[config.mk]
export PLATFORM = sky130hd
export DESIGN_NAME = object_code_bit_packer
export DESIGN_NICKNAME = d
export VERILOG_FILES = /design/src/rtl/obp_pkg.sv /design/src/rtl/obp_front.sv /design/src/rtl/obp_queue.sv /design/src/rtl/obp_back.sv /design/src/rtl/object_code_bit_packer.sv
export SDC_FILE = /design/constraint.sdc
export NUM_CORES = 1
export LEC_CHECK = 0
export BUFFER_PORTS_ARGS = -buffer_cell sky130_fd_sc_hd__buf_2
export CAP_MARGIN = 20
export CORE_MARGIN = 2
export CORE_UTILIZATION = 50
export DETAILED_ROUTE_END_ITERATION = 12
export PLACE_DENSITY = 0.73
export SETUP_SLACK_MARGIN = 0.5
export SLEW_MARGIN = 20
export SYNTH_ARGS = -nofsm -noshare
export SYNTH_HDL_FRONTEND = slang
export SYNTH_SLANG_ARGS = --single-unit
export TNS_END_PERCENT = 20
[constraint.sdc]
create_clock -name clk -period 5.8 [get_ports clk]
set_input_delay 1.16 -clock clk [delete_from_list [all_inputs] [get_ports clk]]
set_output_delay 1.16 -clock clk [all_outputs]
set_load 0.05 [all_outputs]
[src/rtl/obp_pkg.sv]
// Shared types, code tables and code-building functions for the object-code bit packer.
// Used by every module of the block; depends on nothing.
package obp_pkg;

    localparam int STOCK_W     = 27;
    localparam int CHUNK_W     = 25;
    localparam int LEN_W       = 5;
    localparam int QUEUE_DEPTH = 4;
    localparam int QUEUE_AW    = 2;

    localparam logic [1:0] KIND_ITEM  = 2'd0;
    localparam logic [1:0] KIND_RAW   = 2'd1;
    localparam logic [1:0] KIND_FLUSH = 2'd2;
    localparam logic [1:0] KIND_SKIP  = 2'd3;

    localparam logic [13:0] ESCAPE_CODE = 14'd7295;
    localparam logic [13:0] OP85_CODE   = 14'd5127;
    localparam logic [13:0] OP_HIGH_BASE = 14'd10599;
    localparam logic [6:0]  OP_TABLE_FIRST = 7'd8;
    localparam logic [6:0]  OP_TABLE_LAST  = 7'd61;
    localparam logic [6:0]  OP_SPECIAL     = 7'd85;
    localparam logic [3:0]  RAW_MAX_LEN    = 4'd10;

    typedef struct packed {
        logic [1:0]  kind;
        logic [6:0]  opcode;
        logic [26:0] word;
        logic [3:0]  code_length;
        logic [9:0]  code_bits;
    } in_item_t;

    typedef struct packed {
        logic [26:0] data;
        logic        last;
    } out_item_t;

    typedef enum logic [0:0] {
        ENT_CHUNK = 1'b0,
        ENT_FLUSH = 1'b1
    } entry_op_t;

    // One unit of work for the back end: a run of code bits, or a flush.
    typedef struct packed {
        entry_op_t          op;
        logic [LEN_W-1:0]   len;
        logic [CHUNK_W-1:0] bits;
        logic               fin;
    } entry_t;

    localparam logic [26:0] PAIR_KEY [19] = '{
        27'd21495808, 27'd71827459, 27'd88080386, 27'd71827456, 27'd4718592,
        27'd71303170, 27'd88604673, 27'd0,        27'd524291,   27'd88178690,
        27'd71827457, 27'd1048577,  27'd20971522, 27'd4784128,  27'd8388608,
        27'd4390912,  27'd13172736, 27'd1572865,  27'd524288
    };

    localparam logic [13:0] PAIR_CODE [19] = '{
        14'd3076, 14'd3077, 14'd4108, 14'd4109, 14'd7280, 14'd7281, 14'd7282,
        14'd7283, 14'd7284, 14'd7285, 14'd7286, 14'd7287, 14'd7288, 14'd7289,
        14'd7290, 14'd7291, 14'd7292, 14'd7293, 14'd7294
    };

    // Codes for opcodes 8 through 61, indexed by opcode minus 8.
    localparam logic [13:0] OP_CODE [54] = '{
        14'd10624, 14'd6160,  14'd10625, 14'd10626, 14'd10627, 14'd7208,
        14'd6161,  14'd10628, 14'd5124,  14'd7209,  14'd6162,  14'd7210,
        14'd7211,  14'd10629, 14'd10630, 14'd10631, 14'd10632, 14'd10633,
        14'd10634, 14'd10635, 14'd10636, 14'd10637, 14'd6163,  14'd7212,
        14'd10638, 14'd4096,  14'd4097,  14'd7213,  14'd10639, 14'd10640,
        14'd10641, 14'd7214,  14'd10642, 14'd10643, 14'd10644, 14'd10645,
        14'd10646, 14'd10647, 14'd10648, 14'd10649, 14'd10650, 14'd10651,
        14'd10652, 14'd10653, 14'd10654, 14'd10655, 14'd10656, 14'd10657,
        14'd5125,  14'd10658, 14'd5126,  14'd10659, 14'd10660, 14'd7215
    };

    // Codes of the three 5-bit address parts joined into one bit run.
    // Result is {length, bits}; every code fits inside its own length.
    function automatic logic [22:0] addr_trio(input logic [14:0] a);
        logic [3:0]  l1;
        logic [3:0]  l2;
        logic [3:0]  l3;
        logic [5:0]  b1;
        logic [5:0]  b2;
        logic [5:0]  b3;
        logic [3:0]  off3;
        logic [17:0] bits;
        logic [4:0]  len;
        case (a[4:0])
            5'd1:    begin l1 = 4'd2; b1 = 6'd0; end
            5'd2:    begin l1 = 4'd3; b1 = 6'd2; end
            5'd3:    begin l1 = 4'd3; b1 = 6'd3; end
            default: begin l1 = 4'd6; b1 = {1'b1, a[4:0]}; end
        endcase
        case (a[9:5])
            5'd0:    begin l2 = 4'd2; b2 = 6'd0; end
            5'd1:    begin l2 = 4'd4; b2 = 6'd4; end
            5'd2:    begin l2 = 4'd4; b2 = 6'd5; end
            5'd4:    begin l2 = 4'd4; b2 = 6'd6; end
            5'd5:    begin l2 = 4'd4; b2 = 6'd7; end
            default: begin l2 = 4'd6; b2 = {1'b1, a[9:5]}; end
        endcase
        case (a[14:10])
            5'd0:    begin l3 = 4'd1; b3 = 6'd0; end
            default: begin l3 = 4'd6; b3 = {1'b1, a[14:10]}; end
        endcase
        off3 = l1 + l2;
        bits = 18'(b1) | (18'(b2) << l1) | (18'(b3) << off3);
        len  = 5'(l1) + 5'(l2) + 5'(l3);
        return {len, bits};
    endfunction

    // Table match on the opcode and the upper word; result is {hit, code}.
    function automatic logic [14:0] pair_lookup(input logic [26:0] key);
        logic        hit;
        logic [13:0] code;
        hit  = 1'b0;
        code = '0;
        for (int i = 0; i < 19; i++)
        begin
            if (key == PAIR_KEY[i])
            begin
                hit  = 1'b1;
                code = PAIR_CODE[i];
            end
        end
        return {hit, code};
    endfunction

endpackage

[src/rtl/obp_front.sv]
// Front end: accepts items, classifies them and turns each into up to two entries.
// Depends on obp_pkg; feeds obp_queue.
module obp_front import obp_pkg::*; (
    input  logic     clk,
    input  logic     rst_n,
    input  logic     in_valid,
    output logic     in_stall,
    input  in_item_t in_item,
    input  logic     q_full,
    output logic     push,
    output entry_t   push_entry
);

    logic       pend_valid_reg;
    logic       pend_valid_next;
    entry_t     pend_entry_reg;
    entry_t     pend_entry_next;

    logic       accept;
    logic [22:0] trio1;
    logic [22:0] trio2;
    logic [14:0] pair;
    logic [26:0] key;
    logic [13:0] op_code;
    logic [5:0]  op_index;
    logic [4:0]  trio1_len;
    logic [4:0]  trio2_len;
    logic [3:0]  raw_len;
    entry_t      first;
    entry_t      second;
    logic        split;

    assign in_stall = pend_valid_reg || q_full;
    assign accept   = in_valid && !in_stall;

    assign trio1     = addr_trio(in_item.word[14:0]);
    assign trio2     = addr_trio({in_item.opcode[2:0], in_item.word[26:15]});
    assign trio1_len = trio1[22:18];
    assign trio2_len = trio2[22:18];
    assign key       = {in_item.word[26:15], 12'd0, in_item.opcode[2:0]};
    assign pair      = pair_lookup(key);
    assign op_index  = 6'(in_item.opcode - OP_TABLE_FIRST);
    assign raw_len   = (in_item.code_length > RAW_MAX_LEN) ? RAW_MAX_LEN : in_item.code_length;

    always_comb
    begin
        if (in_item.opcode >= OP_TABLE_FIRST && in_item.opcode <= OP_TABLE_LAST)
        begin
            op_code = OP_CODE[op_index];
        end
        else if (in_item.opcode == OP_SPECIAL)
        begin
            op_code = OP85_CODE;
        end
        else
        begin
            op_code = 14'(in_item.opcode) + OP_HIGH_BASE;
        end
    end

    always_comb
    begin
        first  = '{op: ENT_CHUNK, len: '0, bits: '0, fin: 1'b1};
        second = '{op: ENT_CHUNK, len: '0, bits: '0, fin: 1'b1};
        split  = 1'b0;
        case (in_item.kind)
            KIND_ITEM:
            begin
                if (in_item.opcode < OP_TABLE_FIRST)
                begin
                    if (pair[14])
                    begin
                        first.bits = 25'(trio1[17:0]) | (25'(pair[9:0]) << trio1_len);
                        first.len  = trio1_len + 5'(pair[13:10]);
                    end
                    else
                    begin
                        // No table match: second address plus the escape code follow.
                        split       = 1'b1;
                        first.bits  = 25'(trio1[17:0]);
                        first.len   = trio1_len;
                        first.fin   = 1'b0;
                        second.bits = 25'(trio2[17:0]) | (25'(ESCAPE_CODE[9:0]) << trio2_len);
                        second.len  = trio2_len + 5'(ESCAPE_CODE[13:10]);
                    end
                end
                else
                begin
                    first.bits = 25'(op_code[9:0]);
                    first.len  = 5'(op_code[13:10]);
                end
            end
            KIND_RAW:
            begin
                first.bits = 25'(in_item.code_bits);
                first.len  = 5'(raw_len);
            end
            KIND_FLUSH:
            begin
                first.op = ENT_FLUSH;
            end
            default:
            begin
                first = '{op: ENT_CHUNK, len: '0, bits: '0, fin: 1'b1};
            end
        endcase
    end

    always_comb
    begin
        if (pend_valid_reg)
        begin
            push       = !q_full;
            push_entry = pend_entry_reg;
        end
        else
        begin
            push       = accept && (in_item.kind != KIND_SKIP);
            push_entry = first;
        end
    end

    always_comb
    begin
        pend_valid_next = pend_valid_reg;
        pend_entry_next = pend_entry_reg;
        if (pend_valid_reg && !q_full)
        begin
            pend_valid_next = 1'b0;
        end
        if (accept && split)
        begin
            pend_valid_next = 1'b1;
            pend_entry_next = second;
        end
    end

    always_ff @(posedge clk or negedge rst_n)
    begin
        if (!rst_n)
        begin
            pend_valid_reg <= 1'b0;
        end
        else
        begin
            pend_valid_reg <= pend_valid_next;
        end
    end

    always_ff @(posedge clk)
    begin
        pend_entry_reg <= pend_entry_next;
    end

endmodule

[src/rtl/obp_queue.sv]
// Short queue of bit runs between the front and back ends.
// Depends on obp_pkg.
module obp_queue import obp_pkg::*; (
    input  logic   clk,
    input  logic   rst_n,
    input  logic   push,
    input  entry_t push_entry,
    output logic   full,
    input  logic   pop,
    output logic   q_valid,
    output entry_t q_entry
);

    entry_t              mem [QUEUE_DEPTH];
    logic [QUEUE_AW-1:0] wr_ptr_reg;
    logic [QUEUE_AW-1:0] wr_ptr_next;
    logic [QUEUE_AW-1:0] rd_ptr_reg;
    logic [QUEUE_AW-1:0] rd_ptr_next;
    logic [QUEUE_AW:0]   count_reg;
    logic [QUEUE_AW:0]   count_next;

    assign full    = (count_reg == (QUEUE_AW+1)'(QUEUE_DEPTH));
    assign q_valid = (count_reg != '0);
    assign q_entry = mem[rd_ptr_reg];

    assign wr_ptr_next = push ? wr_ptr_reg + 1'b1 : wr_ptr_reg;
    assign rd_ptr_next = pop ? rd_ptr_reg + 1'b1 : rd_ptr_reg;
    assign count_next  = count_reg + (QUEUE_AW+1)'(push) - (QUEUE_AW+1)'(pop);

    always_ff @(posedge clk or negedge rst_n)
    begin
        if (!rst_n)
        begin
            wr_ptr_reg <= '0;
            rd_ptr_reg <= '0;
            count_reg  <= '0;
        end
        else
        begin
            wr_ptr_reg <= wr_ptr_next;
            rd_ptr_reg <= rd_ptr_next;
            count_reg  <= count_next;
        end
    end

    always_ff @(posedge clk)
    begin
        if (push)
        begin
            mem[wr_ptr_reg] <= push_entry;
        end
    end

    a_no_overflow: assert property (@(posedge clk) disable iff (!rst_n) push |-> !full)
        else $error("queue written while full");
    a_no_underflow: assert property (@(posedge clk) disable iff (!rst_n) pop |-> q_valid)
        else $error("queue read while empty");

endmodule

[src/rtl/obp_back.sv]
// Back end: packs bit runs into the 27-bit stock, holds emitted words until their
// last mark is known, and serializes them as words or parity bytes. Depends on obp_pkg.
module obp_back import obp_pkg::*; (
    input  logic      clk,
    input  logic      rst_n,
    input  logic      word_mode,
    input  logic      q_valid,
    input  entry_t    q_entry,
    output logic      pop,
    output logic      out_valid,
    input  logic      out_stall,
    output out_item_t out_item
);

    logic [STOCK_W-1:0] stock_reg;
    logic [STOCK_W-1:0] stock_next;
    logic [4:0]         count_reg;
    logic [4:0]         count_next;

    logic               p_valid_reg;
    logic               p_valid_next;
    logic               p_done_reg;
    logic               p_done_next;
    logic               p_fin_reg;
    logic               p_fin_next;
    logic [STOCK_W-1:0] p_word_reg;
    logic [STOCK_W-1:0] p_word_next;

    logic               s_valid_reg;
    logic               s_valid_next;
    logic               s_fin_reg;
    logic               s_fin_next;
    logic [1:0]         s_idx_reg;
    logic [1:0]         s_idx_next;
    logic [STOCK_W-1:0] s_word_reg;
    logic [STOCK_W-1:0] s_word_next;

    logic               out_valid_reg;
    logic               out_valid_next;
    out_item_t          out_item_reg;
    out_item_t          out_item_next;

    logic [5:0]         sum;
    logic [51:0]        sh;
    logic               emit;
    logic [STOCK_W-1:0] emit_word;
    logic [STOCK_W-1:0] chunk_stock;
    logic [STOCK_W-1:0] new_stock;
    logic [4:0]         new_count;
    logic               out_load;
    logic               s_piece_last;
    logic               s_fire;
    logic               s_free;
    logic               p_held;
    logic               p_move;
    logic               blocked;
    logic [STOCK_W-1:0] piece;

    assign sum         = 6'(count_reg) + 6'(q_entry.len);
    assign sh          = 52'(q_entry.bits) << count_reg;
    assign chunk_stock = stock_reg | sh[STOCK_W-1:0];

    always_comb
    begin
        if (q_entry.op == ENT_FLUSH)
        begin
            emit      = (stock_reg != '0);
            emit_word = stock_reg;
            new_stock = '0;
            new_count = emit ? 5'd1 : count_reg;
        end
        else
        begin
            emit      = (sum > 6'd27);
            emit_word = chunk_stock;
            new_stock = emit ? 27'(sh[51:27]) : chunk_stock;
            new_count = emit ? 5'(sum - 6'd27) : 5'(sum);
        end
    end

    assign out_load     = !out_valid_reg || !out_stall;
    assign s_piece_last = word_mode || (s_idx_reg == 2'd3);
    assign s_fire       = s_valid_reg && out_load;
    assign s_free       = !s_valid_reg || (s_fire && s_piece_last);
    assign p_held       = p_valid_reg && !p_done_reg;
    assign p_move       = p_valid_reg && p_done_reg && s_free;
    assign blocked      = (p_valid_reg && p_done_reg && !s_free) || (emit && p_held && !s_free);
    assign pop          = q_valid && !blocked;

    always_comb
    begin
        if (word_mode)
        begin
            piece = s_word_reg;
        end
        else
        begin
            case (s_idx_reg)
                2'd0:    piece = 27'(s_word_reg[6:0]);
                2'd1:    piece = 27'(s_word_reg[13:7]);
                2'd2:    piece = 27'(s_word_reg[20:14]);
                default: piece = 27'({s_word_reg[26:21], ~^s_word_reg});
            endcase
        end
    end

    always_comb
    begin
        stock_next   = stock_reg;
        count_next   = count_reg;
        p_valid_next = p_valid_reg;
        p_done_next  = p_done_reg;
        p_fin_next   = p_fin_reg;
        p_word_next  = p_word_reg;
        s_valid_next = s_valid_reg;
        s_fin_next   = s_fin_reg;
        s_idx_next   = s_idx_reg;
        s_word_next  = s_word_reg;

        if (s_fire)
        begin
            if (s_piece_last)
            begin
                s_valid_next = 1'b0;
                s_idx_next   = 2'd0;
            end
            else
            begin
                s_idx_next = s_idx_reg + 2'd1;
            end
        end

        if (p_move)
        begin
            p_valid_next = 1'b0;
            s_valid_next = 1'b1;
            s_word_next  = p_word_reg;
            s_fin_next   = p_fin_reg;
            s_idx_next   = 2'd0;
        end

        if (pop)
        begin
            stock_next = new_stock;
            count_next = new_count;
            if (emit)
            begin
                // An older held word is now known not to be the item's last.
                if (p_held)
                begin
                    s_valid_next = 1'b1;
                    s_word_next  = p_word_reg;
                    s_fin_next   = 1'b0;
                    s_idx_next   = 2'd0;
                end
                p_valid_next = 1'b1;
                p_word_next  = emit_word;
                p_done_next  = q_entry.fin;
                p_fin_next   = q_entry.fin;
            end
            else if (q_entry.fin && p_held)
            begin
                p_done_next = 1'b1;
                p_fin_next  = 1'b1;
            end
        end
    end

    always_comb
    begin
        out_valid_next = out_valid_reg;
        out_item_next  = out_item_reg;
        if (out_load)
        begin
            out_valid_next     = s_valid_reg;
            out_item_next.data = piece;
            out_item_next.last = s_fin_reg && s_piece_last;
        end
    end

    assign out_valid = out_valid_reg;
    assign out_item  = out_item_reg;

    always_ff @(posedge clk or negedge rst_n)
    begin
        if (!rst_n)
        begin
            stock_reg     <= '0;
            count_reg     <= '0;
            p_valid_reg   <= 1'b0;
            p_done_reg    <= 1'b0;
            p_fin_reg     <= 1'b0;
            s_valid_reg   <= 1'b0;
            s_fin_reg     <= 1'b0;
            s_idx_reg     <= 2'd0;
            out_valid_reg <= 1'b0;
        end
        else
        begin
            stock_reg     <= stock_next;
            count_reg     <= count_next;
            p_valid_reg   <= p_valid_next;
            p_done_reg    <= p_done_next;
            p_fin_reg     <= p_fin_next;
            s_valid_reg   <= s_valid_next;
            s_fin_reg     <= s_fin_next;
            s_idx_reg     <= s_idx_next;
            out_valid_reg <= out_valid_next;
        end
    end

    always_ff @(posedge clk)
    begin
        p_word_reg   <= p_word_next;
        s_word_reg   <= s_word_next;
        out_item_reg <= out_item_next;
    end

    a_count_range: assert property (@(posedge clk) disable iff (!rst_n) count_reg <= 5'd27)
        else $error("pending bit count above word size");
    a_flush_clears: assert property (@(posedge clk) disable iff (!rst_n)
        (pop && q_entry.op == ENT_FLUSH && stock_reg != '0) |=> (stock_reg == '0 && count_reg == 5'd1))
        else $error("flush did not clear the stock");

endmodule

[src/rtl/object_code_bit_packer.sv]
// Top level of the object-code bit packer: front end, run queue and back end.
// Depends on obp_pkg, obp_front, obp_queue and obp_back.
//
// The packer turns each input item into variable-length prefix codes and packs them
// least significant bit first into 27-bit words; a word goes out once more than 27 bits
// are pending, either whole (word_mode = 1) or as three 7-bit groups followed by the top
// six bits with an odd-parity bit (word_mode = 0). The front end accepts one item per
// cycle unless stalled and folds its codes into one bit run, except an instruction
// item whose opcode and upper word miss the pair table, which needs two runs and stalls
// the input until both are pushed. The back end adds one run to the stock per cycle
// unless blocked downstream, so with no stall the sustained rate is one item per cycle,
// lower for unmatched items. The output register delivers one result per cycle while
// out_stall is low, which sets the limit when words are emitted as bytes: four results
// per word. The last flag of a result is known only when the item's final run has been
// packed, so an emitted word waits in a holding register for that decision.
// Configuration is a single write-only bit written with cfg_write_en.
module object_code_bit_packer import obp_pkg::*; (
    input  logic      clk,
    input  logic      rst_n,
    input  logic      cfg_write_en,
    input  logic      cfg_write_data,
    input  logic      in_valid,
    output logic      in_stall,
    input  in_item_t  in_item,
    output logic      out_valid,
    input  logic      out_stall,
    output out_item_t out_item
);

    logic   word_mode_reg;
    logic   word_mode_next;
    logic   q_full;
    logic   push;
    entry_t push_entry;
    logic   pop;
    logic   q_valid;
    entry_t q_entry;

    // Word mode defaults to byte output after reset.
    assign word_mode_next = cfg_write_en ? cfg_write_data : word_mode_reg;

    always_ff @(posedge clk or negedge rst_n)
    begin
        if (!rst_n)
        begin
            word_mode_reg <= 1'b0;
        end
        else
        begin
            word_mode_reg <= word_mode_next;
        end
    end

    obp_front u_front (
        .clk        (clk),
        .rst_n      (rst_n),
        .in_valid   (in_valid),
        .in_stall   (in_stall),
        .in_item    (in_item),
        .q_full     (q_full),
        .push       (push),
        .push_entry (push_entry)
    );

    obp_queue u_queue (
        .clk        (clk),
        .rst_n      (rst_n),
        .push       (push),
        .push_entry (push_entry),
        .full       (q_full),
        .pop        (pop),
        .q_valid    (q_valid),
        .q_entry    (q_entry)
    );

    obp_back u_back (
        .clk       (clk),
        .rst_n     (rst_n),
        .word_mode (word_mode_reg),
        .q_valid   (q_valid),
        .q_entry   (q_entry),
        .pop       (pop),
        .out_valid (out_valid),
        .out_stall (out_stall),
        .out_item  (out_item)
    );

endmodule
[Yosys cells after proc, flatten, opt, wreduce, memory -nomap -nowiden]
Memories as Yosys holds them, arrays and structs flattened.
Index checks and enable logic that the tools add are counted.
Storage, ports and cells
  memory bits (writable): 128
  bits of input ports: 56
  ROM bits: 896
  bits in registers: 160
  memories kept: 2
  logic and storage cells: 256
  output and inout port bits: 30
Memories
  (name not given): depth 64, width 14, read ports 1, clocked after Yosys merged registers in 0, wr ports 0, line obp_front.sv:49  | op_code = OP_CODE[op_index];
  u_queue.mem: depth 4, width 32, read ports 1, clocked after Yosys merged registers in 0, wr ports 1, line obp_queue.sv:14  | entry_t mem [QUEUE_DEPTH];
Operators by class
  muxes and demuxes: 105
  $lt $le $gt $ge: 6
  reductions and logical operators: 49
  add/subtract/negate cells: 17
  bitwise logic cells: 10
  shift operators: 7
  eq/ne operators: 41
Operators with widths (count)
  13-bit two-way mux: 17
  27-bit two-way mux: 8
  15-bit == test (second input constant): 7
  30-bit two-way mux: 2
  30-bit one-hot mux with 2 select lines: 1
  6-bit one-hot mux with 5 select lines: 2
  14-bit two-way mux: 4
  25-bit by 5-bit << shifter with 52-bit output: 1
  18-bit by 25-bit bitwise OR with 25-bit output: 2
  1-bit two-way mux: 47
  15-bit by 11-bit == test with 1-bit output (second input constant): 3
  18-bit bitwise OR: 2
  6-bit by 18-bit bitwise OR with 18-bit output: 2
  6-bit one-hot mux with 3 select lines: 2
  6-bit by 3-bit << shifter with 18-bit output: 2
  6-bit by 4-bit << shifter with 18-bit output: 2
  32-bit two-way mux: 1
  15-bit by 12-bit == test with 1-bit output (second input constant): 2
  15-bit by 13-bit == test with 1-bit output (second input constant): 2
  15-bit by 8-bit == test with 1-bit output (second input constant): 2
  15-bit by 9-bit == test with 1-bit output (second input constant): 2
  5-bit by 2-bit == test with 1-bit output (second input constant): 6
  27-bit zero test: 1
  27-bit bitwise OR: 1
  other kinds (49): 114

[Logic depth before layout (Yosys ltp)]
  depth in word-level cells: 26
  depth in mapped cells: 20
  depth with buffers taken out: 17

[Cells and area by module]
From an unflattened synthesis, not the netlist that was laid out.
Second synthesis, totals
  cells, all modules: 1770
  area, all modules: 18426.4 µm²
By module, submodules not included
  obp_back: cells an instance 713, area each 7263.2 µm², sequential area each 3168.0 µm², instances 1
  obp_front: cells an instance 853, area each 6067.1 µm², sequential area each 925.9 µm², instances 1
  obp_queue: cells an instance 202, area each 5056.1 µm², sequential area each 4018.9 µm², instances 1
  object_code_bit_packer: cells an instance 2, area each 40.0 µm², sequential area each 25.0 µm², instances 1

[Worst setup path after synthesis]
No wires, ideal clock.
  path type: input port to flip-flop
  start point: input port in_item[20] in the netlist's numbering
  end point: memory u_queue.mem[0][29] in the netlist's numbering, data pin
  path buffers: 3
  path slack: 0.261 ns
  arrival time: 5.338 ns
  library setup time: 0.201 ns
  required time: 5.599 ns
  stages: 17
  path through: or3_1 > nand3_1 > inv_1 > buf_1 > fa_1 > clkbuf_1 > clkinv_1 > ha_1 > nor2b_1 > or2_2 > inv_1 > clkbuf_1 > ha_1 > a21oi_1 > a31oi_1 > mux2i_1 > o21ai_0
RTL lines
  from (decl): line object_code_bit_packer.sv:24  | input in_item_t in_item,
  to (decl): line obp_queue.sv:14

==> impl_metrics.json <==
{
  "status": "finished, final reports clean",
  "first_iter_violations": 1726,
  "layout-drive-gt1-share": 0.175,
  "setup_tns_ns": 0,
  "syn-instance-count": 1786,
  "critical_path.max_stage_delay_ns": 0.57,
  "num-fill-cells": 3219,
  "core_area_sq_um": 37300,
  "ys_types": 95,
  "yosysTopAreaCell": "edfxtp_1",
  "synth_edf_count": 213,
  "hold_violations": 0,
  "min_period_ns": 4.76,
  "fp.dieH_microns": 198,
  "io_pins": 86,
  "n_antenna_cell": 0,
  "yosysWarningCount": 0,
  "largest_reg_flops": 128,
  "num-nets-final": 1961,
  "cts.htree.levels": 1,
  "fin_ws_ns": 1.04,
  "grt_max_degree": 55,
  "finalClockSkew_ns": 0.0209,
  "grt_use_total": 0.290,
  "drv_slew": 0,
  "cts_num_sinks": 288,
  "crit_top_cell": "inv_1",
  "port-buffer-count": 85,
  "cts_tree": "yes",
  "rsz0062_at_grt": "false",
  "finalSetupViolCount": 0,
  "cp_top_family": "compound AO/OA/AOI/OAI gates",
  "min_period_over_period": 0.820,
  "hold_class": "reg2reg",
  "drt-total-wl_mm": 56.9,
  "cap_violations": 0,
  "endpoint_kind": "register",
  "synth_ff_type": "edfxtp_1",
  "syn-cell-area_sq_um": 18800,
  "place.gp.congestion": 0.983,
  "avgSynthCellArea_sq_um": 10.5,
  "place.detailed.hpwl_mm": 42.4,
  "tightest_slew_ns": 1.05,
  "start_util": 0.504,
  "drc": 0,
  "yosysSeqAreaShare": 0.433,
  "seqCellArea_sq_um": 8140,
  "die_w_microns": 198,
  "placementRows": 71,
  "critPathKind": "in2reg",
  "grt_pass1_vias": 14800,
  "antenna_found_initial": 0,
  "cp.arrival_ns": 5.03,
  "p_per_area_nw_per_um2": 556,
  "insertion_delay_ns": 0.57,
  "clockPowerShare": 0.159,
  "clk_pin_slew_ns": 0.06,
  "required_ns": 6.07,
  "ant_nets": 0,
  "mappedNetlistNets": 1901,
  "place_ws_ns": 0.571,
  "multi_input_area_sq_um": 9900,
  "final_area_sq_um": 20700,
  "synthArstFlopShare": 0.167,
  "postPlaceCellArea_sq_um": 19800,
  "post_cts_buffers": 0,
  "p_int_w": 0.00656,
  "fmax_ghz": 0.210,
  "pwr-share-seq": 0.297,
  "cp_num_buf_inv": 4,
  "fp.dieArea_sq_um": 39200,
  "dr.pass1.iters": 7,
  "hp-start": "u_back.p_word_reg[0]",
  "slowest_stage": "fa_1",
  "path_cells": "buf_2 > o21ai_0 > inv_1 > fa_1 > clkinv_2 > ha_1 > nor2b_1 > or2_2 > inv_1 > nand2_1 > a21oi_1 > nand3_1 > o221ai_1",
  "p_sw_w": 0.00496,
  "ys_seq_elements": 288,
  "hold_buffers": 0,
  "routedWlPerCell_microns": 24.3,
  "power_frac_comb": 0.545,
  "ctsResizeCount": 0,
  "synth_top_cell_area_share": 0.340,
  "grt_remaining_overflow": 0,
  "grt_pass1_wl_mm": 88.1,
  "clockBufferDepth": 3,
  "via_per_inst": 6.65,
  "cts_made_buffers": 29,
  "clock-root-buffer": "clkbuf_16",
  "p_sw_frac": 0.431,
  "worstSetupStartpointType": "primary input",
  "startpoint": "in_item[14]",
  "max-slew-margin-rel": 0.296,
  "synth_area_leaders": "edfxtp_1, dfrtp_1, mux4_2, mux2i_1, ha_1",
  "rr_startpoint": "u_queue.rd_ptr_reg[0]",
  "ir_drop_mv": 0.316,
  "syn2layout_area_growth_pct": 10.1,
  "dr_total_vias": 15600,
  "leakagePower_nw": 7.82,
  "path_max_fanout": 9,
  "p_total_w": 0.0115
}
[power by group through the flow]
stage	sequential [W]	clock, W	combinational, W
5_1_grt	0.00349	0.00194	0.00674
6_report	0.00342	0.00183	0.00627
3_3_place_gp	0.00342	0	0.00603
3_5_place_dp	0.00345	0	0.00613
2_1_floorplan	0.00354	0	0.00442
4_1_cts	0.00341	0.00185	0.00618
[cell type report]
cell class / instances / share of cell area
well taps: 474 / 0.0286
multi-input cells: 1318 / 0.478
inverters: 61 / 0.0111
clock buffers: 40 / 0.0401
repair buffers: 148 / 0.0434
flip-flops and latches: 288 / 0.393
clock inverters: 14 / 0.00562
[cell usage in the layout (no fill, tap or decap), drive strengths merged, types with 44 or more instances in the layout]
| cell | synthesis | layout |
|---|---|---|
| mux2i | 94 | 94 |
| nor2 | 130 | 130 |
| nand2 | 131 | 131 |
| mux2 | 49 | 49 |
| ha | 52 | 52 |
| o21ai | 86 | 86 |
| dfrtp | 48 | 48 |
| a21oi | 97 | 97 |
| buf | 48 | 148 |
| edfxtp | 213 | 213 |
| nor3 | 44 | 44 |
| mux4 | 48 | 48 |
| nand3 | 44 | 44 |
| inv | 56 | 58 |
[logic make-up (layout without fill, tap and decap cells)]
| family | count (synthesis) | in the layout | synth area share |
|---|---|---|---|
| compound gates | 497 | 497 | 0.184 |
| xor+xnor | 50 | 50 | 0.0233 |
| fa+ha+maj | 59 | 59 | 0.0421 |
| buf+inv | 180 | 263 | 0.0413 |
| flops | 288 | 288 | 0.433 |
| mux | 191 | 191 | 0.137 |
| simple gates | 521 | 521 | 0.140 |
[path summary, 6_finish.rpt]
kind	end	slack (ns)	cells past startpoint
hold reg to reg	u_back.s_word_reg[0]	0.47	1
hold / removal	u_back.s_word_reg[0]	0.47	1
setup / recovery	u_queue.mem[0][14]	1.04	13
min in group asynchronous	word_mode_reg	0.71	2
max in group asynchronous	u_queue.rd_ptr_reg[1]	4.58	2
setup reg to reg	u_back.s_word_reg[11]	1.19	12
[layer usage]
metal / wire [microns] / up-vias / GRT usage / part of all wire
li1: - / 7014 / - / -
met2: 26800 / 806 / 0.474 / 0.47
met3: 4460 / 109 / 0.0358 / 0.078
met5: 0 / - / 0 / 0
met1: 24300 / 7644 / 0.410 / 0.43
met4: 1360 / 0 / 0.0727 / 0.024
[synth_stat cells (all sizes together) (9+ instances only)]
library cell,count
mux4,48
o211ai,16
edfxtp,213
mux2i,94
ha,52
nand2,131
a21o,35
nand4,25
or2,12
and2,31
o21ai,86
xor2,9
inv,56
nor3,44
dfrtp,48
clkbuf,71
a22o,9
dfxtp,27
o221ai,10
a22oi,34
nor4,20
nor2b,23
a311oi,15
mux2,49
nor2,130
a221o,9
a211oi,32
nand3,44
a31oi,26
o31ai,12
o22ai,17
a221oi,9
o21bai,10
buf,48
a21oi,97
o21a,11
xnor2,41
nand2b,10
[metrics by stage]
step / std cells / hold WS, ns / util
CTS: 2343 / 0.473 / 0.555
detailed placement: 2289 / 0.457 / 0.530
global route: 2343 / 0.491 / 0.555
floorplan: 1786 / 0.448 / -
finish: 2343 / 0.471 / 0.555
global placement: 2289 / 0.451 / 0.530
Power figures use the tool's default switching activity.
